--- src/sv/dcc_pkg.sv ---
package dcc_pkg;

    localparam int ROW_W          = 32;
    localparam int CFG_W          = 6;
    localparam int CLASS_W        = 2;
    localparam int MAX_NODES_DEF  = 32;
    localparam int NODE_COUNT_RST = 32;
    localparam int UPC_W          = 5;

    localparam logic [CLASS_W-1:0] CLS_NONE   = 2'd0;
    localparam logic [CLASS_W-1:0] CLS_WEAK   = 2'd1;
    localparam logic [CLASS_W-1:0] CLS_UNI    = 2'd2;
    localparam logic [CLASS_W-1:0] CLS_STRONG = 2'd3;

    localparam logic BANK_REACH = 1'b0;
    localparam logic BANK_SYM   = 1'b1;

    typedef enum logic [3:0] {
        OP_NOP,
        OP_C_INIT,
        OP_C_RDK,
        OP_C_PIV,
        OP_C_ITER,
        OP_C_KNEXT,
        OP_T_INIT,
        OP_T_RDJ,
        OP_T_LDJ,
        OP_T_ITER,
        OP_T_WR,
        OP_W_RD,
        OP_W_CHK,
        OP_EMIT
    } t_uop;

    typedef enum logic [2:0] {
        J_NONE,
        J_ALWAYS,
        J_NOT_START,
        J_NOT_ILAST,
        J_NOT_KLAST,
        J_UNI,
        J_OUT_BUSY
    } t_jcond;

    typedef struct packed {
        t_uop             op;
        logic             bank;
        t_jcond           jc;
        logic [UPC_W-1:0] tgt;
    } t_uword;

    typedef struct packed {
        logic inner_last;
        logic outer_last;
        logic uni;
    } t_dp_status;

    localparam logic [UPC_W-1:0] UA_IDLE     = 5'd0;
    localparam logic [UPC_W-1:0] UA_C0_INIT  = 5'd1;
    localparam logic [UPC_W-1:0] UA_C0_RDK   = 5'd2;
    localparam logic [UPC_W-1:0] UA_C0_PIV   = 5'd3;
    localparam logic [UPC_W-1:0] UA_C0_ITER  = 5'd4;
    localparam logic [UPC_W-1:0] UA_C0_KNEXT = 5'd5;
    localparam logic [UPC_W-1:0] UA_T_INIT   = 5'd6;
    localparam logic [UPC_W-1:0] UA_T_RDJ    = 5'd7;
    localparam logic [UPC_W-1:0] UA_T_LDJ    = 5'd8;
    localparam logic [UPC_W-1:0] UA_T_ITER   = 5'd9;
    localparam logic [UPC_W-1:0] UA_T_WR     = 5'd10;
    localparam logic [UPC_W-1:0] UA_DECIDE   = 5'd11;
    localparam logic [UPC_W-1:0] UA_C1_INIT  = 5'd12;
    localparam logic [UPC_W-1:0] UA_C1_RDK   = 5'd13;
    localparam logic [UPC_W-1:0] UA_C1_PIV   = 5'd14;
    localparam logic [UPC_W-1:0] UA_C1_ITER  = 5'd15;
    localparam logic [UPC_W-1:0] UA_C1_KNEXT = 5'd16;
    localparam logic [UPC_W-1:0] UA_W_RD     = 5'd17;
    localparam logic [UPC_W-1:0] UA_W_CHK    = 5'd18;
    localparam logic [UPC_W-1:0] UA_EMIT     = 5'd19;
    localparam logic [UPC_W-1:0] UA_RET      = 5'd20;
    localparam logic [UPC_W-1:0] UA_LAST     = UA_RET;

    function automatic t_uword uw(t_uop op, logic bank, t_jcond jc,
                                  logic [UPC_W-1:0] tgt);
        t_uword w;
        w.op   = op;
        w.bank = bank;
        w.jc   = jc;
        w.tgt  = tgt;
        return w;
    endfunction

    // control store: closure of the loaded rows, symmetrize, optional second closure and weak check, emit
    function automatic t_uword ucode(logic [UPC_W-1:0] a);
        t_uword w;
        case (a)
            UA_IDLE:     w = uw(OP_NOP,     BANK_REACH, J_NOT_START, UA_IDLE);
            UA_C0_INIT:  w = uw(OP_C_INIT,  BANK_REACH, J_NONE,      UA_IDLE);
            UA_C0_RDK:   w = uw(OP_C_RDK,   BANK_REACH, J_NONE,      UA_IDLE);
            UA_C0_PIV:   w = uw(OP_C_PIV,   BANK_REACH, J_NONE,      UA_IDLE);
            UA_C0_ITER:  w = uw(OP_C_ITER,  BANK_REACH, J_NOT_ILAST, UA_C0_ITER);
            UA_C0_KNEXT: w = uw(OP_C_KNEXT, BANK_REACH, J_NOT_KLAST, UA_C0_RDK);
            UA_T_INIT:   w = uw(OP_T_INIT,  BANK_REACH, J_NONE,      UA_IDLE);
            UA_T_RDJ:    w = uw(OP_T_RDJ,   BANK_REACH, J_NONE,      UA_IDLE);
            UA_T_LDJ:    w = uw(OP_T_LDJ,   BANK_REACH, J_NONE,      UA_IDLE);
            UA_T_ITER:   w = uw(OP_T_ITER,  BANK_REACH, J_NOT_ILAST, UA_T_ITER);
            UA_T_WR:     w = uw(OP_T_WR,    BANK_SYM,   J_NOT_KLAST, UA_T_RDJ);
            UA_DECIDE:   w = uw(OP_NOP,     BANK_SYM,   J_UNI,       UA_EMIT);
            UA_C1_INIT:  w = uw(OP_C_INIT,  BANK_SYM,   J_NONE,      UA_IDLE);
            UA_C1_RDK:   w = uw(OP_C_RDK,   BANK_SYM,   J_NONE,      UA_IDLE);
            UA_C1_PIV:   w = uw(OP_C_PIV,   BANK_SYM,   J_NONE,      UA_IDLE);
            UA_C1_ITER:  w = uw(OP_C_ITER,  BANK_SYM,   J_NOT_ILAST, UA_C1_ITER);
            UA_C1_KNEXT: w = uw(OP_C_KNEXT, BANK_SYM,   J_NOT_KLAST, UA_C1_RDK);
            UA_W_RD:     w = uw(OP_W_RD,    BANK_SYM,   J_NONE,      UA_IDLE);
            UA_W_CHK:    w = uw(OP_W_CHK,   BANK_SYM,   J_NONE,      UA_IDLE);
            UA_EMIT:     w = uw(OP_EMIT,    BANK_SYM,   J_OUT_BUSY,  UA_EMIT);
            UA_RET:      w = uw(OP_NOP,     BANK_REACH, J_ALWAYS,    UA_IDLE);
            default:     w = uw(OP_NOP,     BANK_REACH, J_ALWAYS,    UA_IDLE);
        endcase
        return w;
    endfunction

endpackage

--- src/sv/dcc_sequencer.sv ---
module dcc_sequencer (
    input  logic                i_clk,
    input  logic                i_rst_n,
    input  logic                i_start,
    input  logic                i_out_busy,
    input  dcc_pkg::t_dp_status i_status,
    output dcc_pkg::t_uword     o_cw,
    output logic                o_idle
);
    import dcc_pkg::*;

    logic [UPC_W-1:0] r_upc;
    logic [UPC_W-1:0] n_upc;
    t_uword           cw;
    logic             take;

    assign cw = ucode(r_upc);

    always_comb begin
        case (cw.jc)
            J_NONE:      take = 1'b0;
            J_ALWAYS:    take = 1'b1;
            J_NOT_START: take = !i_start;
            J_NOT_ILAST: take = !i_status.inner_last;
            J_NOT_KLAST: take = !i_status.outer_last;
            J_UNI:       take = i_status.uni;
            J_OUT_BUSY:  take = i_out_busy;
            default:     take = 1'b1;
        endcase
        n_upc = take ? cw.tgt : r_upc + 1'b1;
    end

    always_comb begin
        o_cw   = cw;
        o_idle = (r_upc == UA_IDLE);
    end

    always_ff @(posedge i_clk) begin
        if (!i_rst_n) begin
            r_upc <= UA_IDLE;
        end else begin
            r_upc <= n_upc;
        end
    end

    a_upc_range: assert property (@(posedge i_clk) disable iff (!i_rst_n)
        r_upc <= UA_LAST)
        else $error("step counter outside the control store");

endmodule

--- src/sv/dcc_datapath.sv ---
module dcc_datapath #(
    parameter int MAX_NODES = dcc_pkg::MAX_NODES_DEF
) (
    input  logic                           i_clk,
    input  logic                           i_rst_n,
    input  dcc_pkg::t_uword                i_cw,
    input  logic [$clog2(MAX_NODES)-1:0]   i_last,
    input  logic                           i_ld_we,
    input  logic [$clog2(MAX_NODES)-1:0]   i_ld_idx,
    input  logic [MAX_NODES-1:0]           i_ld_row,
    output dcc_pkg::t_dp_status            o_status,
    output logic [dcc_pkg::CLASS_W-1:0]    o_class
);
    import dcc_pkg::*;

    localparam int AW = $clog2(MAX_NODES);

    // two banks: reachability rows, then symmetric rows
    logic [MAX_NODES-1:0] r_mem [2**(AW+1)];

    logic [MAX_NODES-1:0] r_rd;
    logic [MAX_NODES-1:0] r_piv, n_piv;
    logic [MAX_NODES-1:0] r_row, n_row;
    logic [MAX_NODES-1:0] r_acc, n_acc;
    logic [AW-1:0]        r_k, n_k;
    logic [AW-1:0]        r_i, n_i;
    logic [AW-1:0]        r_wi, n_wi;
    logic                 r_bank, n_bank;
    logic                 r_pend, n_pend;
    logic                 r_tpend, n_tpend;
    logic                 r_strong, n_strong;
    logic                 r_uni, n_uni;
    logic                 r_weak, n_weak;

    logic [MAX_NODES-1:0] full;
    logic [MAX_NODES-1:0] onehot_k;
    logic [MAX_NODES-1:0] bit0;
    logic [MAX_NODES-1:0] acc_now;
    logic                 rd_en;
    logic [AW:0]          rd_addr;
    logic                 wr_en;
    logic [AW:0]          wr_addr;
    logic [MAX_NODES-1:0] wr_data;
    logic                 sym_ok;

    always_comb begin
        for (int b = 0; b < MAX_NODES; b++) begin
            full[b]     = (AW'(b) <= i_last);
            onehot_k[b] = (AW'(b) == r_k);
            bit0[b]     = (b == 0);
        end
    end

    // column bit of the pending transpose read lands this cycle
    always_comb begin
        acc_now = r_acc;
        if (r_tpend) begin
            acc_now[r_wi] = r_rd[r_k];
        end
    end

    assign sym_ok = (((acc_now | r_row | onehot_k) & full) == full);

    always_comb begin
        case (i_cw.op)
            OP_C_RDK: begin
                rd_en   = 1'b1;
                rd_addr = {r_bank, r_k};
            end
            OP_C_ITER: begin
                rd_en   = 1'b1;
                rd_addr = {r_bank, r_i};
            end
            OP_T_RDJ: begin
                rd_en   = 1'b1;
                rd_addr = {BANK_REACH, r_k};
            end
            OP_T_ITER: begin
                rd_en   = 1'b1;
                rd_addr = {BANK_REACH, r_i};
            end
            OP_W_RD: begin
                rd_en   = 1'b1;
                rd_addr = {BANK_SYM, {AW{1'b0}}};
            end
            default: begin
                rd_en   = 1'b0;
                rd_addr = {BANK_REACH, r_i};
            end
        endcase
    end

    always_comb begin
        wr_en   = 1'b0;
        wr_addr = {BANK_REACH, i_ld_idx};
        wr_data = i_ld_row & full;
        if (i_ld_we) begin
            wr_en = 1'b1;
        end else if (r_pend && r_rd[r_k]) begin
            // row i reaches pivot k, so it reaches everything k reaches
            wr_en   = 1'b1;
            wr_addr = {r_bank, r_wi};
            wr_data = r_rd | r_piv;
        end else if (i_cw.op == OP_T_WR) begin
            wr_en   = 1'b1;
            wr_addr = {BANK_SYM, r_k};
            wr_data = acc_now | r_row;
        end
    end

    always_comb begin
        n_piv    = r_piv;
        n_row    = r_row;
        n_acc    = acc_now;
        n_k      = r_k;
        n_i      = r_i;
        n_wi     = r_wi;
        n_bank   = r_bank;
        n_pend   = 1'b0;
        n_tpend  = 1'b0;
        n_strong = r_strong;
        n_uni    = r_uni;
        n_weak   = r_weak;
        case (i_cw.op)
            OP_C_INIT: begin
                n_bank = i_cw.bank;
                n_k    = '0;
            end
            OP_C_RDK: begin
                n_i = '0;
            end
            OP_C_PIV: begin
                n_piv = r_rd;
            end
            OP_C_ITER: begin
                n_pend = 1'b1;
                n_wi   = r_i;
                n_i    = r_i + 1'b1;
            end
            OP_C_KNEXT: begin
                n_k = r_k + 1'b1;
            end
            OP_T_INIT: begin
                n_k      = '0;
                n_strong = 1'b1;
                n_uni    = 1'b1;
            end
            OP_T_RDJ: begin
                n_i   = '0;
                n_acc = '0;
            end
            OP_T_LDJ: begin
                n_row = r_rd;
                if ((r_rd & full) != full) begin
                    n_strong = 1'b0;
                end
            end
            OP_T_ITER: begin
                n_tpend = 1'b1;
                n_wi    = r_i;
                n_i     = r_i + 1'b1;
            end
            OP_T_WR: begin
                if (!sym_ok) begin
                    n_uni = 1'b0;
                end
                n_k = r_k + 1'b1;
            end
            OP_W_CHK: begin
                n_weak = (((r_rd | bit0) & full) == full);
            end
            default: begin
            end
        endcase
    end

    always_ff @(posedge i_clk) begin
        if (wr_en) begin
            r_mem[wr_addr] <= wr_data;
        end
    end

    always_ff @(posedge i_clk) begin
        if (rd_en) begin
            r_rd <= r_mem[rd_addr];
        end
    end

    always_ff @(posedge i_clk) begin
        if (!i_rst_n) begin
            r_pend   <= 1'b0;
            r_tpend  <= 1'b0;
            r_strong <= 1'b0;
            r_uni    <= 1'b0;
            r_weak   <= 1'b0;
        end else begin
            r_pend   <= n_pend;
            r_tpend  <= n_tpend;
            r_strong <= n_strong;
            r_uni    <= n_uni;
            r_weak   <= n_weak;
        end
    end

    always_ff @(posedge i_clk) begin
        r_piv  <= n_piv;
        r_row  <= n_row;
        r_acc  <= n_acc;
        r_k    <= n_k;
        r_i    <= n_i;
        r_wi   <= n_wi;
        r_bank <= n_bank;
    end

    always_comb begin
        o_status.inner_last = (r_i == i_last);
        o_status.outer_last = (r_k == i_last);
        o_status.uni        = r_uni;
        if (r_strong) begin
            o_class = CLS_STRONG;
        end else if (r_uni) begin
            o_class = CLS_UNI;
        end else if (r_weak) begin
            o_class = CLS_WEAK;
        end else begin
            o_class = CLS_NONE;
        end
    end

    a_pend_from_iter: assert property (@(posedge i_clk) disable iff (!i_rst_n)
        r_pend |-> $past(i_cw.op) == OP_C_ITER)
        else $error("closure write-back without a preceding row read");

    a_no_load_in_closure: assert property (@(posedge i_clk) disable iff (!i_rst_n)
        r_pend |-> !i_ld_we)
        else $error("row load collides with closure write-back");

endmodule

--- src/sv/digraph_connectivity_classifier_top.sv ---
// Directed graph connectivity classifier.
// Input channel (i_valid / o_stall): one adjacency row per beat, row 0 first;
// bit j of i_row_bits is an edge from this row's node to node j. Bits at or
// above the node count are ignored. After node_count rows the graph is closed
// (Warshall, one row OR per cycle from a two-port row store) and classified.
// Output channel (o_valid / i_stall): one beat per graph carrying
// o_connectivity_class: 0 none, 1 weak, 2 unilateral, 3 strong.
// Config: i_cfg_we writes node_count (0 acts as 1, above MAX_NODES saturates)
// and restarts loading at row 0; write only while the block is idle.
// Flow for n nodes: rows load at one per cycle while o_stall is low; the
// microprogram then closes the graph and builds the symmetric rows, and when
// the graph is neither strongly nor unilaterally connected it runs a second
// closure over the symmetric rows. Each of the n outer steps runs n inner row
// updates through the row store.
// o_stall is high while the microprogram runs. A finished result sits in the
// output register; while i_stall holds it, new rows still load, and the next
// graph's program waits at its final step until the register is free.
// Reset: synchronous active low; node_count returns to 32 (or MAX_NODES if
// smaller), loading restarts at row 0 and no result is pending.
module digraph_connectivity_classifier_top #(
    parameter int MAX_NODES = dcc_pkg::MAX_NODES_DEF
) (
    input  logic                          i_clk,
    input  logic                          i_rst_n,
    input  logic                          i_valid,
    output logic                          o_stall,
    input  logic [dcc_pkg::ROW_W-1:0]     i_row_bits,
    output logic                          o_valid,
    input  logic                          i_stall,
    output logic [dcc_pkg::CLASS_W-1:0]   o_connectivity_class,
    input  logic                          i_cfg_we,
    input  logic [dcc_pkg::CFG_W-1:0]     i_cfg_data
);
    import dcc_pkg::*;

    localparam int AW    = $clog2(MAX_NODES);
    localparam int RST_N = (NODE_COUNT_RST > MAX_NODES) ? MAX_NODES : NODE_COUNT_RST;

    logic [AW-1:0]        r_load, n_load;
    logic [AW-1:0]        r_last, n_last;
    logic                 r_ovalid, n_ovalid;
    logic [CLASS_W-1:0]   r_class, n_class;

    logic [AW-1:0]        cfg_last;
    logic [CFG_W:0]       cfg_ext;
    logic [MAX_NODES-1:0] row_ext;
    logic                 accept;
    logic                 start;
    logic                 out_busy;
    logic                 emit;
    logic                 idle;
    t_uword               cw;
    t_dp_status           status;
    logic [CLASS_W-1:0]   dp_class;

    generate
        if (MAX_NODES > ROW_W) begin : g_row_wide
            assign row_ext = {{(MAX_NODES-ROW_W){1'b0}}, i_row_bits};
        end else if (MAX_NODES == ROW_W) begin : g_row_eq
            assign row_ext = i_row_bits;
        end else begin : g_row_narrow
            assign row_ext = i_row_bits[MAX_NODES-1:0];
        end
    endgenerate

    assign cfg_ext = {1'b0, i_cfg_data};

    always_comb begin
        if (i_cfg_data == '0) begin
            cfg_last = '0;
        end else if (cfg_ext > (CFG_W+1)'(MAX_NODES)) begin
            cfg_last = AW'(MAX_NODES - 1);
        end else begin
            cfg_last = AW'(i_cfg_data - CFG_W'(1));
        end
    end

    assign o_stall  = !idle;
    assign accept   = i_valid && !o_stall;
    assign start    = accept && (r_load == r_last);
    assign out_busy = r_ovalid && i_stall;
    assign emit     = (cw.op == OP_EMIT) && !out_busy;

    always_comb begin
        n_load   = r_load;
        n_last   = r_last;
        n_ovalid = r_ovalid;
        n_class  = r_class;
        if (i_cfg_we) begin
            n_last = cfg_last;
            n_load = '0;
        end else if (accept) begin
            n_load = start ? '0 : r_load + 1'b1;
        end
        if (emit) begin
            n_ovalid = 1'b1;
            n_class  = dp_class;
        end else if (r_ovalid && !i_stall) begin
            n_ovalid = 1'b0;
        end
    end

    always_ff @(posedge i_clk) begin
        if (!i_rst_n) begin
            r_load   <= '0;
            r_last   <= AW'(RST_N - 1);
            r_ovalid <= 1'b0;
        end else begin
            r_load   <= n_load;
            r_last   <= n_last;
            r_ovalid <= n_ovalid;
        end
    end

    always_ff @(posedge i_clk) begin
        r_class <= n_class;
    end

    assign o_valid              = r_ovalid;
    assign o_connectivity_class = r_class;

    dcc_sequencer u_seq (
        .i_clk      (i_clk),
        .i_rst_n    (i_rst_n),
        .i_start    (start),
        .i_out_busy (out_busy),
        .i_status   (status),
        .o_cw       (cw),
        .o_idle     (idle)
    );

    dcc_datapath #(
        .MAX_NODES (MAX_NODES)
    ) u_dp (
        .i_clk    (i_clk),
        .i_rst_n  (i_rst_n),
        .i_cw     (cw),
        .i_last   (r_last),
        .i_ld_we  (accept),
        .i_ld_idx (r_load),
        .i_ld_row (row_ext),
        .o_status (status),
        .o_class  (dp_class)
    );

    a_start_stalls: assert property (@(posedge i_clk) disable iff (!i_rst_n)
        start && !i_cfg_we |=> o_stall)
        else $error("last row taken but classification did not start");

    a_load_range: assert property (@(posedge i_clk) disable iff (!i_rst_n)
        r_load <= r_last)
        else $error("row counter beyond node count");

endmodule
--- config.mk ---
export PLATFORM = sky130hd
export DESIGN_NAME = digraph_connectivity_classifier_top
export DESIGN_NICKNAME = d
export VERILOG_FILES = /design/src/sv/dcc_pkg.sv /design/src/sv/dcc_sequencer.sv /design/src/sv/dcc_datapath.sv /design/src/sv/digraph_connectivity_classifier_top.sv
export SDC_FILE = /design/constraint.sdc
export NUM_CORES = 2
export LEC_CHECK = 0
export BUFFER_PORTS_ARGS = -buffer_cell sky130_fd_sc_hd__buf_2
export CAP_MARGIN = 20
export CORE_ASPECT_RATIO = 2
export CORE_MARGIN = 3
export CORE_UTILIZATION = 65
export CTS_BUF_LIST = sky130_fd_sc_hd__clkbuf_4 sky130_fd_sc_hd__clkbuf_8
export CTS_CLUSTER_SIZE = 30
export DETAILED_ROUTE_END_ITERATION = 6
export PLACE_DENSITY = 0.81
export SLEW_MARGIN = 20
export SYNTH_ARGS = -nofsm -noshare
export SYNTH_HDL_FRONTEND = slang
export SYNTH_SLANG_ARGS = --single-unit
--- constraint.sdc ---
create_clock -name i_clk -period 10.99 [get_ports i_clk]
set_clock_uncertainty 0.1 [all_clocks]
set_input_delay 0.5495 -clock i_clk [delete_from_list [all_inputs] [get_ports i_clk]]
set_output_delay 0.5495 -clock i_clk [all_outputs]
set_load 0.01 [all_outputs]
==> results.toml <==
[outcome]
outcome = "finished with violations"
violations = "DRC"

[route]
wl_mm = 244.6
drtPass1Iterations = 7
drc = 1
wl_per_cell_um = 37.32
ant_nets = 0
via_per_inst = 7.151
vias = 46870
first_iter_violations = 6263

[final_layout]
area_growth_pct = 11.31
layout_common_cells = "edfxtp_1 (2162), mux4_2 (519), clkbuf_8 (314), mux2i_1 (205), buf_4 (134)"
layout-drive-gt1-share = 0.2759
nets = 4649
nFillCells = 7234
final_common_cell = "edfxtp_1"

[setup_path]
path_cells = "mux4_2 > mux2_4 > a2111o_1 > nand3_2 > a21oi_4 > o22ai_2 > nand4_1 > nor2_4"
startpoint_type = "flip-flop"
reg2reg_depth = 8
cp_num_cells = 8
cp.required_ns = 11.39
crit_end = "u_dp.r_mem[54][16]$_DFFE_PP_"
rr_startpoint = "u_dp.r_k[1]$_SDFFCE_PN0P_"
rrSetupSlack_ns = 4.57
cpMaxStageDelayCell = "nor2_4"
crit_type = "flip-flop to flip-flop"
crit_path_max_incr_delay_ns = 1.19
cp_num_buf_inv = 0
critPathCaptureType = "flip-flop"
crit_fanout = 32
r2r-end = "u_dp.r_mem[54][16]$_DFFE_PP_"
critPathArrivalTime_ns = 6.82
timing.critical_path.from = "u_dp.r_k[1]$_SDFFCE_PN0P_"
critPathTopFamily = "simple AND/OR/NAND/NOR gates"

[cts]
post_cts_resize_count = 0
cts_buffers = 298
cts_root_buf = "clkbuf_8"
clockBufferDepth = 4
clk-insertion-delay-late_ns = 0.91
cts.clk_slew.worst_paths_ns = 0.07
cts_max_level = 5
cts_num_sinks = 2228
cts_tree = "yes"

[global_route]
grt_pass1_vias = 47620
grt_usage = 0.3598
grt_max_degree = 114
antenna_found_initial = 28
grt_pass1_wl_mm = 348.7
grt-ovfl-total = 0

[synth]
synth_ff_type = "edfxtp_1"
yosys_warnings = 0
synthCells = 4314
syn-num-nets = 4376
synth_edf_count = 2162
async_reset_ff_frac = 0
ys_types = 91
yosysSeqAreaShare = 0.7528
synth-seq-cells = 2228
syn_area_um2 = 87990
syn_avg_cell_area_um2 = 20.40

[placed_design]
finalWeightedCongestion = 1.000
place_hpwl_mm = 153.7
port_buffers = 46
dp_worst_setup_slack_ns = 4.691

[timing]
finalMaxSlewViolations = 0
final-setup-viol-count = 0
maxSlewHeadroom = 0.1773
rsz0062_at_grt = "false"
fin_crit_ns = 6.419
setup_ws_ns = 4.571
setup-tns-final_ns = 0
max_slew.worst_pin.slew_ns = 1.234
final_hold_viol_count = 0
fmax_mhz = 155.8
period_share = 0.5841

[die]
start_util = 0.6551
rows = 190
ios = 47
chipHeight_um = 526.3
coreArea_um2 = 134300
die_x_um = 266.2
die_area_um2 = 140100

[flow_run]
cap_violations = 0

[power]
ir_worst_vdd_uv = 243.9
p_leak_nw = 31.34
p_per_area_nw_per_um2 = 259.6

[min_path]
hold_class = "input port to flip-flop"
==> cells in the mapped netlist (all sizes together), types with 10 or more instances <==
cell / number / area, um^2
a2111oi: 11 / 115.1
a21oi: 83 / 419.2
a221oi: 15 / 131.4
a22o: 15 / 131.4
a22oi: 41 / 307.8
a31oi: 10 / 62.56
buf: 135 / 658.1
clkbuf: 106 / 397.9
dfxtp: 66 / 1321
edfxtp: 2162 / 64920
ha: 19 / 237.7
inv: 45 / 168.9
mux2i: 205 / 2052
mux4: 519 / 11690
nand2: 111 / 416.7
nand2b: 20 / 125.1
nand3: 44 / 225.2
nand4: 16 / 106.4
nor2: 142 / 553.0
nor2b: 19 / 118.9
nor3: 44 / 257.8
nor4: 10 / 68.81
o21a: 13 / 97.59
o21ai: 61 / 305.3
o22a: 11 / 96.34
o22ai: 116 / 752.0
o311ai: 13 / 113.9
o31ai: 43 / 327.8
o32ai: 21 / 183.9
or4: 30 / 229.0
xor2: 22 / 200.2
==> worst register-to-register path: stages (launching register included) <==
cell and delay, ns:
edfxtp_1 0.87, mux4_2 0.65, mux2_4 0.32, a2111o_1 0.55, nand3_2 0.64, a21oi_4 0.27, o22ai_2 0.55, nand4_1 0.87
nor2_4 1.19
==> per-stage QoR <==
stage                     utilization  power (mW)  hold WS (ns)  cells  instance area, um^2
after floorplan                     -       16.04        0.2855   4314                87990
after global placement         0.6816       19.13        0.3056   5986                91550
after detailed placement       0.6829       19.26        0.3095   5994                91720
after CTS                      0.7267       25.34     0.0008799   6526                97600
after global routing           0.7290       26.16       0.07109   6542                97910
final                          0.7292       25.42       0.05132   6554                97940
==> state kept, by name, summed over array words and instances (netlist names) <==
name / cells
r_last: 5
u_dp.r_row: 32
u_dp.r_tpend: 1
u_dp.r_k: 5
r_load: 5
u_dp.r_piv: 32
u_seq.o_cw: 13
o_connectivity_class: 2
u_dp.r_acc: 32
u_dp.r_wi: 5
o_valid: 1
u_dp.r_uni: 1
u_dp.r_mem: 2048
u_seq.r_upc: 5
u_dp.r_bank: 1
u_dp.r_i: 5
u_dp.r_pend: 1
u_dp.r_weak: 1
u_dp.r_rd: 32
u_dp.r_strong: 1
==> logic make-up after synthesis <==
logic type,count (synthesis),share of synthesized area
AND/OR/NAND/NOR,493,0.02848
buffers and inverters,287,0.01396
XOR/XNOR,31,0.003171
AO/OA/AOI/OAI,528,0.04216
flip-flops,2228,0.7528
adder cells (fa/ha/maj),22,0.003043
multiplexers,725,0.1563
==> area by class of cell <==
class / count / area, um^2 / share of cell area
sequential: 2228 / 66240 / 0.6764
multi-input combinational: 1799 / 21640 / 0.2210
clock buffer: 387 / 4870 / 0.04972
tap: 1728 / 2162 / 0.02207
timing repair buffer: 214 / 1886 / 0.01925
clock inverter: 136 / 924.6 / 0.009440
inverter: 46 / 172.7 / 0.001763
antenna: 16 / 40.04 / 0.0004088
==> how the worst min path moves through the flow <==
| stage | start | endpoint | slack (ns) | cells past startpoint |
|---|---|---|---|---|
| finish | i_cfg_data[5] | r_last[2]$_SDFFE_PN1P_ | 0.05 | 4 |
| global route | i_cfg_data[5] | r_last[2]$_SDFFE_PN1P_ | 0.07 | 4 |
| CTS | i_cfg_data[5] | r_last[2]$_SDFFE_PN1P_ | 0.0009 | 4 |
| detailed placement | u_seq.o_cw[8]$_DFF_P_ | u_dp.r_bank$_DFFE_PP_ | 0.31 | 0 |
| global placement | u_seq.o_cw[8]$_DFF_P_ | u_dp.r_bank$_DFFE_PP_ | 0.31 | 0 |
| floorplan | u_seq.o_cw[8]$_DFF_P_ | u_dp.r_bank$_DFFE_PP_ | 0.29 | 0 |
==> what timing repair did <==
action | CTS | global route
endpoints found under the hold margin | 8 | 0
setup buffers | 0 | 0
hold buffers | 9 | 0
==> metal layers <==
| metal | routed length, um | vias up | global-route usage | part of all wire |
|---|---|---|---|---|
| met5 | 70 | - | 0 | 0.00029 |
| met4 | 20490 | 10 | 0.2524 | 0.084 |
| met3 | 21990 | 831 | 0.08534 | 0.090 |
| met2 | 127900 | 3266 | 0.6039 | 0.52 |
| met1 | 74120 | 24060 | 0.4073 | 0.30 |
| li1 | - | 18700 | - | - |
==> power breakdown <==
part | internal (mW) | leakage (nW) | switching (mW) | total (mW)
Clock | 3.16 | 3.02 | 3.00 | 6.16
Combinational | 3.32 | 8.27 | 5.46 | 8.78
Sequential | 10.2 | 20.0 | 0.320 | 10.5
(Power assumes the default switching activity.)
